File: config.mk
export PLATFORM = sky130hd
export DESIGN_NAME = drive_enable_sequencer
export DESIGN_NICKNAME = d
export VERILOG_FILES = /design/src/rtl/dres_pkg.sv /design/src/rtl/drive_enable_sequencer.sv /design/src/rtl/dres_rem_unit.sv /design/src/rtl/dres_emitter.sv
export SDC_FILE = /design/constraint.sdc
export NUM_CORES = 1
export LEC_CHECK = 0
export BUFFER_PORTS_ARGS = -buffer_cell sky130_fd_sc_hd__buf_2
export CAP_MARGIN = 10
export CORE_MARGIN = 2
export CORE_UTILIZATION = 50
export CTS_CLUSTER_DIAMETER = 30
export DETAILED_ROUTE_END_ITERATION = 8
export PLACE_DENSITY = 0.72
export SETUP_SLACK_MARGIN = 0.3
export SYNTH_ARGS = -nofsm -noshare
export SYNTH_HDL_FRONTEND = slang
export SYNTH_SLANG_ARGS = --single-unit
export TNS_END_PERCENT = 100
File: constraint.sdc
create_clock -name clock -period 9 [get_ports clock]
set_input_delay 0.9 -clock clock [delete_from_list [all_inputs] [get_ports clock]]
set_output_delay 0.9 -clock clock [all_outputs]
set_load 0.03 [all_outputs]
File: src/rtl/dres_pkg.sv
`timescale 1ns / 1ps
// dres_pkg: shared types, codes and frame constants for the drive enable sequencer
// used by dres_rem_unit, dres_emitter and drive_enable_sequencer; no dependencies

package dres_pkg;

   // drive and timing constants
   localparam int unsigned MAX_DRIVES = 4;
   localparam logic [3:0] CMD_GAP_TICKS = 4'd5;
   localparam logic [3:0] ENABLE_GAP_TICKS = 4'd10;

   localparam int unsigned TIMER_W = 11;
   localparam int unsigned TICKS_W = 10;
   localparam int unsigned NODE_W = 7;
   localparam int unsigned CSR_DATA_W = 10;
   localparam int unsigned CSR_INDEX_W = 3;
   localparam int unsigned REQ_DATA_W = 80;
   localparam int unsigned RSP_DATA_W = 80;

   typedef logic [1:0] drive_idx_type;
   typedef logic [MAX_DRIVES-1:0] drive_mask_type;
   typedef logic [MAX_DRIVES-1:0][NODE_W-1:0] node_ids_type;

   // input item kinds (carried in tuser)
   localparam logic OP_TICK = 1'b0;
   localparam logic OP_FRAME = 1'b1;

   // configuration register indexes
   localparam logic [CSR_INDEX_W-1:0] CSR_MOTOR_COUNT = 3'd0;
   localparam logic [CSR_INDEX_W-1:0] CSR_NODE_ID_A = 3'd1;
   localparam logic [CSR_INDEX_W-1:0] CSR_NODE_ID_B = 3'd2;
   localparam logic [CSR_INDEX_W-1:0] CSR_NODE_ID_C = 3'd3;
   localparam logic [CSR_INDEX_W-1:0] CSR_NODE_ID_D = 3'd4;
   localparam logic [CSR_INDEX_W-1:0] CSR_RETRY_PERIOD = 3'd5;
   localparam logic [CSR_INDEX_W-1:0] CSR_ENABLE_TIMEOUT = 3'd6;
   localparam logic [CSR_INDEX_W-1:0] CSR_FAULT_HOLD = 3'd7;

   // supervisor phase, encoded as reported in control_state
   typedef enum logic [3:0] {
      PH_INIT      = 4'd0,
      PH_SYSCHECK  = 4'd1,
      PH_INITMOTOR = 4'd2,
      PH_CHECK     = 4'd3,
      PH_WAIT      = 4'd4,
      PH_BASE      = 4'd5,
      PH_FAULT     = 4'd6,
      PH_CLEAR     = 4'd7,
      PH_ERROR     = 4'd8
   } phase_type;

   // controlword commands
   localparam logic [7:0] CW_SHUTDOWN = 8'h06;
   localparam logic [7:0] CW_SWITCH_ON = 8'h07;
   localparam logic [7:0] CW_ENABLE_OP = 8'h0F;
   localparam logic [7:0] CW_FAULT_RESET = 8'h80;

   // can identifiers
   localparam logic [10:0] SDO_ID_BASE = 11'h600;
   localparam logic [3:0] TPDO_ID_HIGH = 4'b0011;

   // statusword decoding
   localparam logic [15:0] SW_OPEN_MASK = 16'h006F;
   localparam logic [15:0] SW_OPEN_VALUE = 16'h0027;
   localparam int unsigned SW_FAULT_BIT = 3;
   localparam int unsigned SW_ENABLED_BIT = 2;

   // sdo payloads, byte 0 in bits 7:0
   localparam logic [63:0] MODE_FRAME = 64'h0000_0003_0060_602F;
   localparam logic [63:0] CLEAR_AUX_FRAME = 64'h0000_0002_0620_102B;

   // kinds of frame runs the emitter produces
   typedef enum logic [2:0] {
      EK_NONE  = 3'd0,
      EK_MODE  = 3'd1,
      EK_CTRL  = 3'd2,
      EK_BURST = 3'd3,
      EK_CLEAR = 3'd4
   } emit_kind_type;

   typedef struct packed {
      emit_kind_type  kind;
      drive_mask_type mask;
      logic [7:0]     cmd;
      phase_type      state;
   } emit_cmd_type;

   // controlword sdo write to object 0x6040
   function automatic logic [63:0] ctrl_frame(input logic [7:0] cmd);
      return {24'h0, cmd, 32'h0060_402B};
   endfunction

   // init-motor step number to drive index
   function automatic drive_idx_type sub_drive(input logic [3:0] sub);
      drive_idx_type d;
      case (sub) inside
         [4'd2:4'd4]:   d = 2'd0;
         [4'd5:4'd7]:   d = 2'd1;
         [4'd8:4'd10]:  d = 2'd2;
         [4'd11:4'd13]: d = 2'd3;
         default:       d = 2'd0;
      endcase
      return d;
   endfunction

   // init-motor step number to command slot within the drive
   function automatic logic [1:0] sub_slot(input logic [3:0] sub);
      logic [1:0] k;
      case (sub) inside
         4'd2, 4'd5, 4'd8, 4'd11:  k = 2'd0;
         4'd3, 4'd6, 4'd9, 4'd12:  k = 2'd1;
         4'd4, 4'd7, 4'd10, 4'd13: k = 2'd2;
         default:                  k = 2'd0;
      endcase
      return k;
   endfunction

endpackage

File: src/rtl/drive_enable_sequencer.sv
`timescale 1ns / 1ps
// drive_enable_sequencer: top level, supervisor sequencer, status store and config
// depends on dres_pkg, dres_rem_unit and dres_emitter

// Supervises up to four CiA-402 drives. An input transaction with tuser high is a
// received CAN frame: a TPDO id 0x181..0x1FF matching a supervised node stores
// bytes 4-5 as that drive's statusword and yields one empty result. tuser low is a
// tick that advances the supervisor and yields its SDO frames (or one empty result),
// each tagged with the phase after the tick and tlast on the final one. One item at
// a time: results leave one per cycle out of the emitter's output register while
// rsp_tready is high; a tick in the wait phase first passes through the
// shift-subtract remainder unit that tests the retry period.
// Configuration writes are taken at any time but belong between transactions.

module drive_enable_sequencer (
   input  logic                                clock,
   input  logic                                reset,
   // input transactions
   input  logic                                req_tvalid,
   output logic                                req_tready,
   // fields from bit 0: rx_id[10:0], rx_data[63:0], zero fill
   input  logic [dres_pkg::REQ_DATA_W-1:0]     req_tdata,
   // fields from bit 0: opcode
   input  logic                                req_tuser,
   // result transactions
   output logic                                rsp_tvalid,
   input  logic                                rsp_tready,
   // fields from bit 0: tx_valid, tx_id[10:0], tx_data[63:0], control_state[3:0]
   output logic [dres_pkg::RSP_DATA_W-1:0]     rsp_tdata,
   output logic                                rsp_tlast,
   // configuration writes
   input  logic                                csr_we,
   input  logic [dres_pkg::CSR_INDEX_W-1:0]    csr_index,
   input  logic [dres_pkg::CSR_DATA_W-1:0]     csr_wdata
);

   typedef enum logic [3:0] {
      S_IDLE   = 4'b0001,
      S_DIVIDE = 4'b0010,
      S_DECIDE = 4'b0100,
      S_EMIT   = 4'b1000
   } seq_state_type;

   // configuration registers
   logic [2:0]                         motor_count_ff;
   dres_pkg::node_ids_type             node_id_ff;
   logic [dres_pkg::TICKS_W-1:0]       retry_ff;
   logic [dres_pkg::TICKS_W-1:0]       timeout_ff;
   logic [dres_pkg::TICKS_W-1:0]       hold_ff;

   // supervisor state
   seq_state_type                      seq_ff, seq_in;
   dres_pkg::phase_type                phase_ff, phase_in;
   logic [3:0]                         sub_ff, sub_in;
   logic [3:0]                         wait_ff, wait_in;
   logic [dres_pkg::TIMER_W-1:0]       timer_ff, timer_in;
   logic [15:0]                        status_ff [dres_pkg::MAX_DRIVES];

   // latched transaction
   logic                               op_ff;
   logic [10:0]                        id_ff;
   logic [15:0]                        sw_ff;

   // decode
   logic [2:0]                         cnt;
   dres_pkg::drive_mask_type           dvalid;
   dres_pkg::drive_mask_type           fault_vec;
   dres_pkg::drive_mask_type           open_vec;
   dres_pkg::drive_mask_type           lost_vec;
   dres_pkg::drive_mask_type           hit_vec;
   dres_pkg::drive_idx_type            hit_drive;
   logic                               hit;
   logic [3:0]                         limit;
   logic [dres_pkg::TIMER_W-1:0]       timer_inc;
   logic [dres_pkg::TICKS_W-1:0]       period;
   logic                               accept;
   logic                               go;
   logic [3:0]                         sub_v;
   logic [3:0]                         wait_v;
   logic [1:0]                         slot;

   dres_pkg::emit_cmd_type             ecmd;
   logic                               emit_start;
   logic                               emit_busy;
   logic                               div_start;
   logic                               div_busy;
   logic                               rem_zero;

   assign accept = req_tvalid && req_tready;
   assign req_tready = (seq_ff == S_IDLE);
   assign timer_inc = timer_ff + 1'b1;
   assign period = (retry_ff == '0) ? dres_pkg::TICKS_W'(1) : retry_ff;
   assign div_start = accept && (req_tuser == dres_pkg::OP_TICK) &&
                      (phase_ff == dres_pkg::PH_WAIT);
   assign emit_start = (seq_ff == S_DECIDE);

   // drive count clamp and per-drive status flags
   always_comb begin
      if (motor_count_ff == 3'd0) begin
         cnt = 3'd1;
      end else if (motor_count_ff > 3'(dres_pkg::MAX_DRIVES)) begin
         cnt = 3'(dres_pkg::MAX_DRIVES);
      end else begin
         cnt = motor_count_ff;
      end
      limit = 4'({cnt, 1'b0}) + 4'(cnt) + 4'd2;
      for (int d = 0; d < dres_pkg::MAX_DRIVES; d++) begin
         dvalid[d] = (3'(d) < cnt);
         fault_vec[d] = dvalid[d] && status_ff[d][dres_pkg::SW_FAULT_BIT];
         open_vec[d] = (status_ff[d] & dres_pkg::SW_OPEN_MASK) == dres_pkg::SW_OPEN_VALUE;
         lost_vec[d] = dvalid[d] && !status_ff[d][dres_pkg::SW_ENABLED_BIT];
         hit_vec[d] = dvalid[d] && (node_id_ff[d] == id_ff[6:0]);
      end
   end

   // lowest-numbered drive that owns the received node id
   always_comb begin
      hit_drive = '0;
      for (int d = dres_pkg::MAX_DRIVES - 1; d >= 0; d--) begin
         if (hit_vec[d]) begin
            hit_drive = 2'(d);
         end
      end
      hit = (id_ff[10:7] == dres_pkg::TPDO_ID_HIGH) && (id_ff[6:0] != 7'd0) &&
            (hit_vec != '0);
   end

   // supervisor step for one tick
   always_comb begin
      phase_in = phase_ff;
      sub_in = sub_ff;
      wait_in = wait_ff;
      timer_in = timer_ff;
      ecmd.kind = dres_pkg::EK_NONE;
      ecmd.mask = '0;
      ecmd.cmd = '0;
      go = 1'b1;
      sub_v = sub_ff;
      wait_v = wait_ff;
      slot = dres_pkg::sub_slot(sub_ff);
      if (op_ff == dres_pkg::OP_TICK) begin
         case (phase_ff)
            dres_pkg::PH_INIT: phase_in = dres_pkg::PH_SYSCHECK;
            dres_pkg::PH_SYSCHECK: phase_in = dres_pkg::PH_INITMOTOR;
            dres_pkg::PH_INITMOTOR: begin
               // gap countdown, then the next command of the sequence
               if (sub_ff == 4'd0) begin
                  sub_v = 4'd1;
                  wait_v = 4'd0;
               end else if (wait_ff != 4'd0) begin
                  wait_v = wait_ff - 1'b1;
                  go = (wait_v == 4'd0);
               end
               sub_in = sub_v;
               wait_in = wait_v;
               slot = dres_pkg::sub_slot(sub_v);
               if (go) begin
                  if (sub_v == 4'd1) begin
                     ecmd.kind = dres_pkg::EK_MODE;
                     ecmd.mask = dvalid;
                     wait_in = dres_pkg::CMD_GAP_TICKS;
                     sub_in = 4'd2;
                  end else if (sub_v >= 4'd2 && sub_v < limit) begin
                     ecmd.kind = dres_pkg::EK_CTRL;
                     ecmd.mask = dres_pkg::drive_mask_type'(1) << dres_pkg::sub_drive(sub_v);
                     case (slot)
                        2'd0:    ecmd.cmd = dres_pkg::CW_SHUTDOWN;
                        2'd1:    ecmd.cmd = dres_pkg::CW_SWITCH_ON;
                        default: ecmd.cmd = dres_pkg::CW_ENABLE_OP;
                     endcase
                     wait_in = (slot == 2'd2) ? dres_pkg::ENABLE_GAP_TICKS
                                              : dres_pkg::CMD_GAP_TICKS;
                     sub_in = sub_v + 1'b1;
                  end else begin
                     sub_in = 4'd0;
                     phase_in = dres_pkg::PH_CHECK;
                  end
               end
            end
            dres_pkg::PH_CHECK: begin
               if (fault_vec != '0) begin
                  phase_in = dres_pkg::PH_FAULT;
               end else begin
                  phase_in = dres_pkg::PH_WAIT;
                  timer_in = '0;
               end
            end
            dres_pkg::PH_WAIT: begin
               // re-enable bursts on the retry period, error past the timeout
               timer_in = timer_inc;
               if (fault_vec != '0) begin
                  phase_in = dres_pkg::PH_FAULT;
               end else if ((open_vec & dvalid) == dvalid) begin
                  phase_in = dres_pkg::PH_BASE;
               end else begin
                  if (rem_zero) begin
                     ecmd.kind = dres_pkg::EK_BURST;
                     ecmd.mask = dvalid & ~open_vec;
                  end
                  if (timer_inc > {1'b0, timeout_ff}) begin
                     phase_in = dres_pkg::PH_ERROR;
                  end
               end
            end
            dres_pkg::PH_BASE: begin
               if (lost_vec != '0) begin
                  ecmd.kind = dres_pkg::EK_BURST;
                  ecmd.mask = dvalid;
                  phase_in = dres_pkg::PH_WAIT;
                  timer_in = '0;
               end
            end
            dres_pkg::PH_FAULT: begin
               phase_in = dres_pkg::PH_CLEAR;
               timer_in = '0;
            end
            dres_pkg::PH_CLEAR: begin
               timer_in = timer_inc;
               if (timer_inc == dres_pkg::TIMER_W'(1)) begin
                  ecmd.kind = dres_pkg::EK_CLEAR;
                  ecmd.mask = dvalid;
               end
               if (timer_inc > {1'b0, hold_ff}) begin
                  phase_in = dres_pkg::PH_INITMOTOR;
               end
            end
            default: begin
            end
         endcase
      end
      ecmd.state = phase_in;
   end

   // sequencer
   always_comb begin
      seq_in = seq_ff;
      case (seq_ff)
         S_IDLE: begin
            if (accept) begin
               seq_in = div_start ? S_DIVIDE : S_DECIDE;
            end
         end
         S_DIVIDE: begin
            if (!div_busy) begin
               seq_in = S_DECIDE;
            end
         end
         S_DECIDE: seq_in = S_EMIT;
         S_EMIT: begin
            if (!emit_busy) begin
               seq_in = S_IDLE;
            end
         end
         default: seq_in = S_IDLE;
      endcase
   end

   // control registers
   always_ff @(posedge clock) begin
      if (reset) begin
         seq_ff <= S_IDLE;
         phase_ff <= dres_pkg::PH_INIT;
         sub_ff <= '0;
         wait_ff <= '0;
         timer_ff <= '0;
      end else begin
         seq_ff <= seq_in;
         if (seq_ff == S_DECIDE) begin
            phase_ff <= phase_in;
            sub_ff <= sub_in;
            wait_ff <= wait_in;
            timer_ff <= timer_in;
         end
      end
   end

   // statusword store
   always_ff @(posedge clock) begin
      if (reset) begin
         for (int d = 0; d < dres_pkg::MAX_DRIVES; d++) begin
            status_ff[d] <= '0;
         end
      end else if (seq_ff == S_DECIDE && op_ff == dres_pkg::OP_FRAME && hit) begin
         status_ff[hit_drive] <= sw_ff;
      end
   end

   // latch the accepted transaction
   always_ff @(posedge clock) begin
      if (accept) begin
         op_ff <= req_tuser;
         id_ff <= req_tdata[10:0];
         sw_ff <= req_tdata[58:43];
      end
   end

   // configuration writes
   always_ff @(posedge clock) begin
      if (reset) begin
         motor_count_ff <= 3'd2;
         node_id_ff[0] <= 7'd1;
         node_id_ff[1] <= 7'd2;
         node_id_ff[2] <= 7'd3;
         node_id_ff[3] <= 7'd4;
         retry_ff <= 10'd50;
         timeout_ff <= 10'd250;
         hold_ff <= 10'd100;
      end else if (csr_we) begin
         case (csr_index)
            dres_pkg::CSR_MOTOR_COUNT:    motor_count_ff <= csr_wdata[2:0];
            dres_pkg::CSR_NODE_ID_A:      node_id_ff[0] <= csr_wdata[6:0];
            dres_pkg::CSR_NODE_ID_B:      node_id_ff[1] <= csr_wdata[6:0];
            dres_pkg::CSR_NODE_ID_C:      node_id_ff[2] <= csr_wdata[6:0];
            dres_pkg::CSR_NODE_ID_D:      node_id_ff[3] <= csr_wdata[6:0];
            dres_pkg::CSR_RETRY_PERIOD:   retry_ff <= csr_wdata;
            dres_pkg::CSR_ENABLE_TIMEOUT: timeout_ff <= csr_wdata;
            dres_pkg::CSR_FAULT_HOLD:     hold_ff <= csr_wdata;
            default: begin
            end
         endcase
      end
   end

   // retry period remainder
   dres_rem_unit u_rem (
      .clock    (clock),
      .reset    (reset),
      .start    (div_start),
      .dividend (timer_inc),
      .divisor  (period),
      .busy     (div_busy),
      .rem_zero (rem_zero)
   );

   // frame run output
   dres_emitter u_emitter (
      .clock      (clock),
      .reset      (reset),
      .start      (emit_start),
      .cmd        (ecmd),
      .node_id    (node_id_ff),
      .busy       (emit_busy),
      .rsp_tvalid (rsp_tvalid),
      .rsp_tready (rsp_tready),
      .rsp_tdata  (rsp_tdata),
      .rsp_tlast  (rsp_tlast)
   );

endmodule

File: src/rtl/dres_rem_unit.sv
`timescale 1ns / 1ps
// dres_rem_unit: iterative shift-subtract remainder, one quotient bit per cycle
// depends on dres_pkg for widths

module dres_rem_unit (
   input  logic                              clock,
   input  logic                              reset,
   input  logic                              start,
   input  logic [dres_pkg::TIMER_W-1:0]      dividend,
   input  logic [dres_pkg::TICKS_W-1:0]      divisor,
   output logic                              busy,
   output logic                              rem_zero
);

   localparam int unsigned STEPS = dres_pkg::TIMER_W;
   localparam int unsigned CNT_W = $clog2(STEPS + 1);

   logic [dres_pkg::TIMER_W-1:0] num_ff, num_in;
   logic [dres_pkg::TICKS_W-1:0] rem_ff, rem_in;
   logic [dres_pkg::TICKS_W-1:0] div_ff, div_in;
   logic [CNT_W-1:0]             count_ff, count_in;
   logic                         busy_ff, busy_in;
   logic [dres_pkg::TICKS_W:0]   trial;
   logic [dres_pkg::TICKS_W:0]   diff;

   // one restoring step per cycle
   always_comb begin
      trial = {rem_ff, num_ff[dres_pkg::TIMER_W-1]};
      diff = trial - {1'b0, div_ff};
      num_in = num_ff;
      rem_in = rem_ff;
      div_in = div_ff;
      count_in = count_ff;
      busy_in = busy_ff;
      if (start) begin
         num_in = dividend;
         rem_in = '0;
         div_in = divisor;
         count_in = CNT_W'(STEPS);
         busy_in = 1'b1;
      end else if (busy_ff) begin
         num_in = {num_ff[dres_pkg::TIMER_W-2:0], 1'b0};
         if (trial >= {1'b0, div_ff}) begin
            rem_in = diff[dres_pkg::TICKS_W-1:0];
         end else begin
            rem_in = trial[dres_pkg::TICKS_W-1:0];
         end
         count_in = count_ff - 1'b1;
         if (count_ff == CNT_W'(1)) begin
            busy_in = 1'b0;
         end
      end
   end

   // control state
   always_ff @(posedge clock) begin
      if (reset) begin
         busy_ff <= 1'b0;
         count_ff <= '0;
      end else begin
         busy_ff <= busy_in;
         count_ff <= count_in;
      end
   end

   // datapath
   always_ff @(posedge clock) begin
      num_ff <= num_in;
      rem_ff <= rem_in;
      div_ff <= div_in;
   end

   assign busy = busy_ff;
   assign rem_zero = (rem_ff == '0);

endmodule

File: src/rtl/dres_emitter.sv
`timescale 1ns / 1ps
// dres_emitter: walks a run of sdo frames into the result register, one per cycle
// while rsp_tready is high; depends on dres_pkg for run descriptor, frame constants

module dres_emitter (
   input  logic                              clock,
   input  logic                              reset,
   input  logic                              start,
   input  dres_pkg::emit_cmd_type            cmd,
   input  dres_pkg::node_ids_type            node_id,
   output logic                              busy,
   output logic                              rsp_tvalid,
   input  logic                              rsp_tready,
   // fields from bit 0: tx_valid, tx_id[10:0], tx_data[63:0], control_state[3:0]
   output logic [dres_pkg::RSP_DATA_W-1:0]   rsp_tdata,
   output logic                              rsp_tlast
);

   dres_pkg::emit_kind_type  kind_ff;
   dres_pkg::drive_mask_type mask_ff;
   logic [1:0]               slot_ff;
   logic [7:0]               cmd_ff;
   dres_pkg::phase_type      state_ff;
   logic                     active_ff;

   logic                     out_valid_ff;
   logic                     tx_valid_ff;
   logic [10:0]              tx_id_ff;
   logic [63:0]              tx_data_ff;
   logic [3:0]               cstate_ff;
   logic                     last_ff;

   dres_pkg::drive_idx_type  drive;
   dres_pkg::drive_mask_type mask_rest;
   logic                     drive_done;
   logic                     frame_last;
   logic                     load;
   logic                     fr_valid;
   logic [10:0]              fr_id;
   logic [63:0]              fr_data;

   // pick the current drive and frame
   always_comb begin
      drive = '0;
      for (int i = dres_pkg::MAX_DRIVES - 1; i >= 0; i--) begin
         if (mask_ff[i]) begin
            drive = 2'(i);
         end
      end
      mask_rest = mask_ff & (mask_ff - 1'b1);
      if (kind_ff == dres_pkg::EK_MODE || kind_ff == dres_pkg::EK_CTRL) begin
         drive_done = 1'b1;
      end else begin
         drive_done = (slot_ff == 2'd2);
      end
      fr_valid = (kind_ff != dres_pkg::EK_NONE) && (mask_ff != '0);
      frame_last = !fr_valid || (drive_done && mask_rest == '0);
      case (kind_ff)
         dres_pkg::EK_MODE: fr_data = dres_pkg::MODE_FRAME;
         dres_pkg::EK_CTRL: fr_data = dres_pkg::ctrl_frame(cmd_ff);
         dres_pkg::EK_BURST: begin
            case (slot_ff)
               2'd0:    fr_data = dres_pkg::ctrl_frame(dres_pkg::CW_SHUTDOWN);
               2'd1:    fr_data = dres_pkg::ctrl_frame(dres_pkg::CW_SWITCH_ON);
               default: fr_data = dres_pkg::ctrl_frame(dres_pkg::CW_ENABLE_OP);
            endcase
         end
         dres_pkg::EK_CLEAR: begin
            case (slot_ff)
               2'd0:    fr_data = dres_pkg::ctrl_frame(dres_pkg::CW_FAULT_RESET);
               2'd1:    fr_data = dres_pkg::ctrl_frame(dres_pkg::CW_SHUTDOWN);
               default: fr_data = dres_pkg::CLEAR_AUX_FRAME;
            endcase
         end
         default: fr_data = '0;
      endcase
      if (fr_valid) begin
         fr_id = dres_pkg::SDO_ID_BASE + {4'b0, node_id[drive]};
      end else begin
         fr_id = '0;
         fr_data = '0;
      end
      load = active_ff && (!out_valid_ff || rsp_tready);
   end

   // run control
   always_ff @(posedge clock) begin
      if (reset) begin
         active_ff <= 1'b0;
         kind_ff <= dres_pkg::EK_NONE;
         mask_ff <= '0;
         slot_ff <= '0;
      end else if (start) begin
         active_ff <= 1'b1;
         kind_ff <= cmd.kind;
         mask_ff <= cmd.mask;
         slot_ff <= '0;
      end else if (load) begin
         if (frame_last) begin
            active_ff <= 1'b0;
         end else if (drive_done) begin
            mask_ff <= mask_rest;
            slot_ff <= '0;
         end else begin
            slot_ff <= slot_ff + 1'b1;
         end
      end
   end

   // run payload
   always_ff @(posedge clock) begin
      if (start) begin
         cmd_ff <= cmd.cmd;
         state_ff <= cmd.state;
      end
   end

   // result register
   always_ff @(posedge clock) begin
      if (reset) begin
         out_valid_ff <= 1'b0;
      end else if (load) begin
         out_valid_ff <= 1'b1;
      end else if (rsp_tready) begin
         out_valid_ff <= 1'b0;
      end
   end

   always_ff @(posedge clock) begin
      if (load) begin
         tx_valid_ff <= fr_valid;
         tx_id_ff <= fr_id;
         tx_data_ff <= fr_data;
         cstate_ff <= state_ff;
         last_ff <= frame_last;
      end
   end

   assign busy = active_ff;
   assign rsp_tvalid = out_valid_ff;
   assign rsp_tdata = {cstate_ff, tx_data_ff, tx_id_ff, tx_valid_ff};
   assign rsp_tlast = last_ff;

endmodule
==> impl_metrics.csv <==
group,metric,value,unit
grt,grt_pass1_vias,8343,
synthesis,synth_edf_count,93,
cts,cts_tree,"yes",
placement,dpl_cell_area,11600,µm²
outcome,run_status,"finished, final reports clean",
power_and_ir_drop,clkPwrFrac,0.489,
sta,post-route-min-period,3.66,ns
hold_path,hp-start,"u_emitter.state_ff[3]",
final_layout,final_cell_mix,"nand2_1 (135), dfxtp_1 (114), nor2_1 (107), a21oi_1 (97), edfxtp_1 (93)",
cts,cts.sinks,207,
power_and_ir_drop,seq_power_share,0.373,
cts,cts_resized,0,
sta,worst_pin_slew,1.09,ns
critical_path,rr_endpoint,"u_emitter.state_ff[2]",
hold_path,min_path_type,"register to register",
grt,grt.overflow.total,0,
critical_path,crit_arrival,3.95,ns
critical_path,critPathCapture,"u_emitter.state_ff[2]",
run,maxCapViolations,0,
critical_path,worst_setup_path_end_kind,"register",
synthesis,ys_types,80,
drt,vias,8851,
sta,max_freq,0.273,GHz
cts,hold_buffers,0,
synthesis,synth_warnings,0,
grt,antenna_found_initial,0,
synthesis,synth_flop_cell,"dfxtp_1",
sta,whs,0.414,ns
cts,post_cts_buffers,0,
cts,clk_path_buf_depth,3,
drt,top_layer,"met4",
sta,setup_viol,0,
die,fp.dieH,155,µm
cts,clk_pin_slew,0.05,ns
synthesis,yosysSeqAreaShare,0.443,
drt,wl_met3,1580,µm
power_and_ir_drop,power.leakage,5.04,nW
final_layout,area_growth,13.6,%
cts,htreeDepth,2,
final_layout,final_area,13000,µm²
cts,clock_latency,0.53,ns
final_layout,fill_cells,1945,
grt,grt_usage,0.210,
synthesis,syn_avg_cell_area,9.18,µm²
placement,post-dp-hpwl,17800,µm
sta,fin_tns_setup,0,ns
final_layout,layout_commonest_cell,"nand2_1",
critical_path,critPathLaunch,"timer_ff[0]",
final_layout,nNetsFinal,1429,
die,start_util,0.507,
drt,routed_wl,25300,µm
grt,grt_start_max_net_pins,68,
drt,route.detailed.drc,0,
sta,relSlewSlack,0.273,
drt,vias_per_cell,5.53,
die,die_width,155,µm
synthesis,ys_async_sr_fraction,0,
drt,drtIter0Drc,647,
grt,grt_pass1_wl,41300,µm
die,rows,55,
drt,ant_nets,0,
drt,firstDrtPassIters,5,
placement,placedCellCount,1523,
sta,finalCritPeriodShare,0.407,
final_layout,drive_gt1_frac,0.132,
synthesis,synthCells,1247,
critical_path,worst_ep_required_time,9.29,ns
critical_path,timing_worst_setup_path_type,"register to register",
die,coreArea,22600,µm²
critical_path,r2r_cells,11,
critical_path,rr_startpoint,"timer_ff[0]",
power_and_ir_drop,p_switching,0.819,mW
critical_path,start_kind,"register",
synthesis,mappedNetlistArea,11400,µm²
power_and_ir_drop,powerDensity,229,nW/µm²
die,die_area,24100,µm²
power_and_ir_drop,comb_power_share,0.138,
drt,avgRoutedWirePerCell,15.8,µm
cts,root_buffer,"clkbuf_16",
critical_path,ff2ff_setup_slack,5.34,ns
placement,io_buffers,69,
drt,m1WireLength,11700,µm
placement,place_congestion,0.894,
sta,rsz0062_at_grt,"false",
power_and_ir_drop,p_sw_frac,0.275,
power_and_ir_drop,irDropWorstVdd,160,µV
drt,dr_wl_met2,11400,µm
final_layout,fin_cells,1600,
sta,drv_slew,0,
power_and_ir_drop,p_int,2.16,mW
sta,skew,0.0200,ns
critical_path,critPathMaxFanout,9,
cts,cts_inserted_buffers,41,
final_layout,n_antenna_cell,0,
synthesis,synth_seq_cells,207,
die,io_pins,182,
sta,finalHoldViolCount,0,
kinds of logic after synthesis:
| family | synth area share |
|---|---|
| AND/OR/NAND/NOR | 0.205 |
| AO/OA/AOI/OAI | 0.129 |
| flip-flops | 0.443 |
| buffers and inverters | 0.0854 |
| XOR/XNOR | 0.0421 |
| adder cells (fa/ha/maj) | 0.0531 |
| multiplexers | 0.0418 |
| other | 0.000328 |
worst min-delay path by stage:
stage                                   endpoint  slack, ns  cells past startpoint
after floorplan           u_emitter.cstate_ff[0]       0.40                      0
after global placement    u_emitter.cstate_ff[2]       0.41                      0
after detailed placement  u_emitter.cstate_ff[3]       0.40                      0
after CTS                 u_emitter.cstate_ff[3]       0.42                      0
after global routing      u_emitter.cstate_ff[2]       0.42                      0
final                     u_emitter.cstate_ff[3]       0.41                      0
cell type report:
cell class | count | area (µm²) | area share
clock buffer | 48 | 1090 | 0.0840
tap | 285 | 357 | 0.0274
clock inverter | 28 | 260 | 0.0200
inverter | 65 | 244 | 0.0188
multi-input combinational | 891 | 5570 | 0.429
sequential | 207 | 5070 | 0.390
timing repair buffer | 76 | 400 | 0.0308
routing by layer:
metal | GRT usage | vias to the layer above
met5 | 0 | -
li1 | - | 4364
met4 | 0.0699 | 0
met2 | 0.344 | 263
met1 | 0.277 | 4170
met3 | 0.0468 | 54
metrics by stage:
step / setup WS (ns) / utilization / total power [mW]
3_3_place_gp: 5.42 / 0.516 / 1.52
2_1_floorplan: 5.77 / - / 1.45
4_1_cts: 5.36 / 0.576 / 3.00
5_1_grt: 4.93 / 0.576 / 3.11
6_report: 5.34 / 0.576 / 2.98
3_5_place_dp: 5.39 / 0.516 / 1.53
power groups by stage:
stage / Sequential [mW] / Combinational (mW) / Clock (mW)
2_1_floorplan: 1.10 / 0.346 / 0
3_3_place_gp: 1.13 / 0.391 / 0
3_5_place_dp: 1.13 / 0.405 / 0
4_1_cts: 1.11 / 0.408 / 1.48
5_1_grt: 1.12 / 0.456 / 1.53
6_report: 1.11 / 0.411 / 1.46
synth_stat cells, types with 32 or more instances:
cell,number,area share
nand2_1,135,0.044
dfxtp_1,114,0.20
nor2_1,107,0.035
a21oi_1,97,0.042
edfxtp_1,93,0.24
clkbuf_1,65,0.021
inv_1,63,0.021
buf_4,60,0.039
ha_1,47,0.051
xnor2_1,42,0.032
mux2i_1,32,0.028
state kept, by name (all words and copies together), names as in the netlist, 4 cells and up:
register and flops:
id_ff 11, u_emitter.state_ff 4, timer_ff 11, seq_ff 4
wait_ff 4, u_rem.div_ff 10, phase_ff 4, sub_ff 4
u_emitter.tx_data_ff 9, sw_ff 6, u_rem.num_ff 11, u_rem.rem_ff 10
node_id_ff 28, timeout_ff 10, u_emitter.cstate_ff 4, status_ff 24
u_emitter.mask_ff 4, hold_ff 10, u_emitter.tx_id_ff 8, u_rem.count_ff 4
retry_ff 10
critical path, cell delays in order, from the launching register on:
cell and delay (ns):
dfxtp_1 0.51, ha_1 0.40, nand2_1 0.15, nor3_1 0.47, xor2_1 0.28, ha_1 0.27
a211oi_1 0.19, o21ai_0 0.11, a211oi_1 0.21, o21ai_1 0.16, a211o_1 0.33, o311ai_1 0.34
Note: power is estimated with default switching activity, not from simulation.
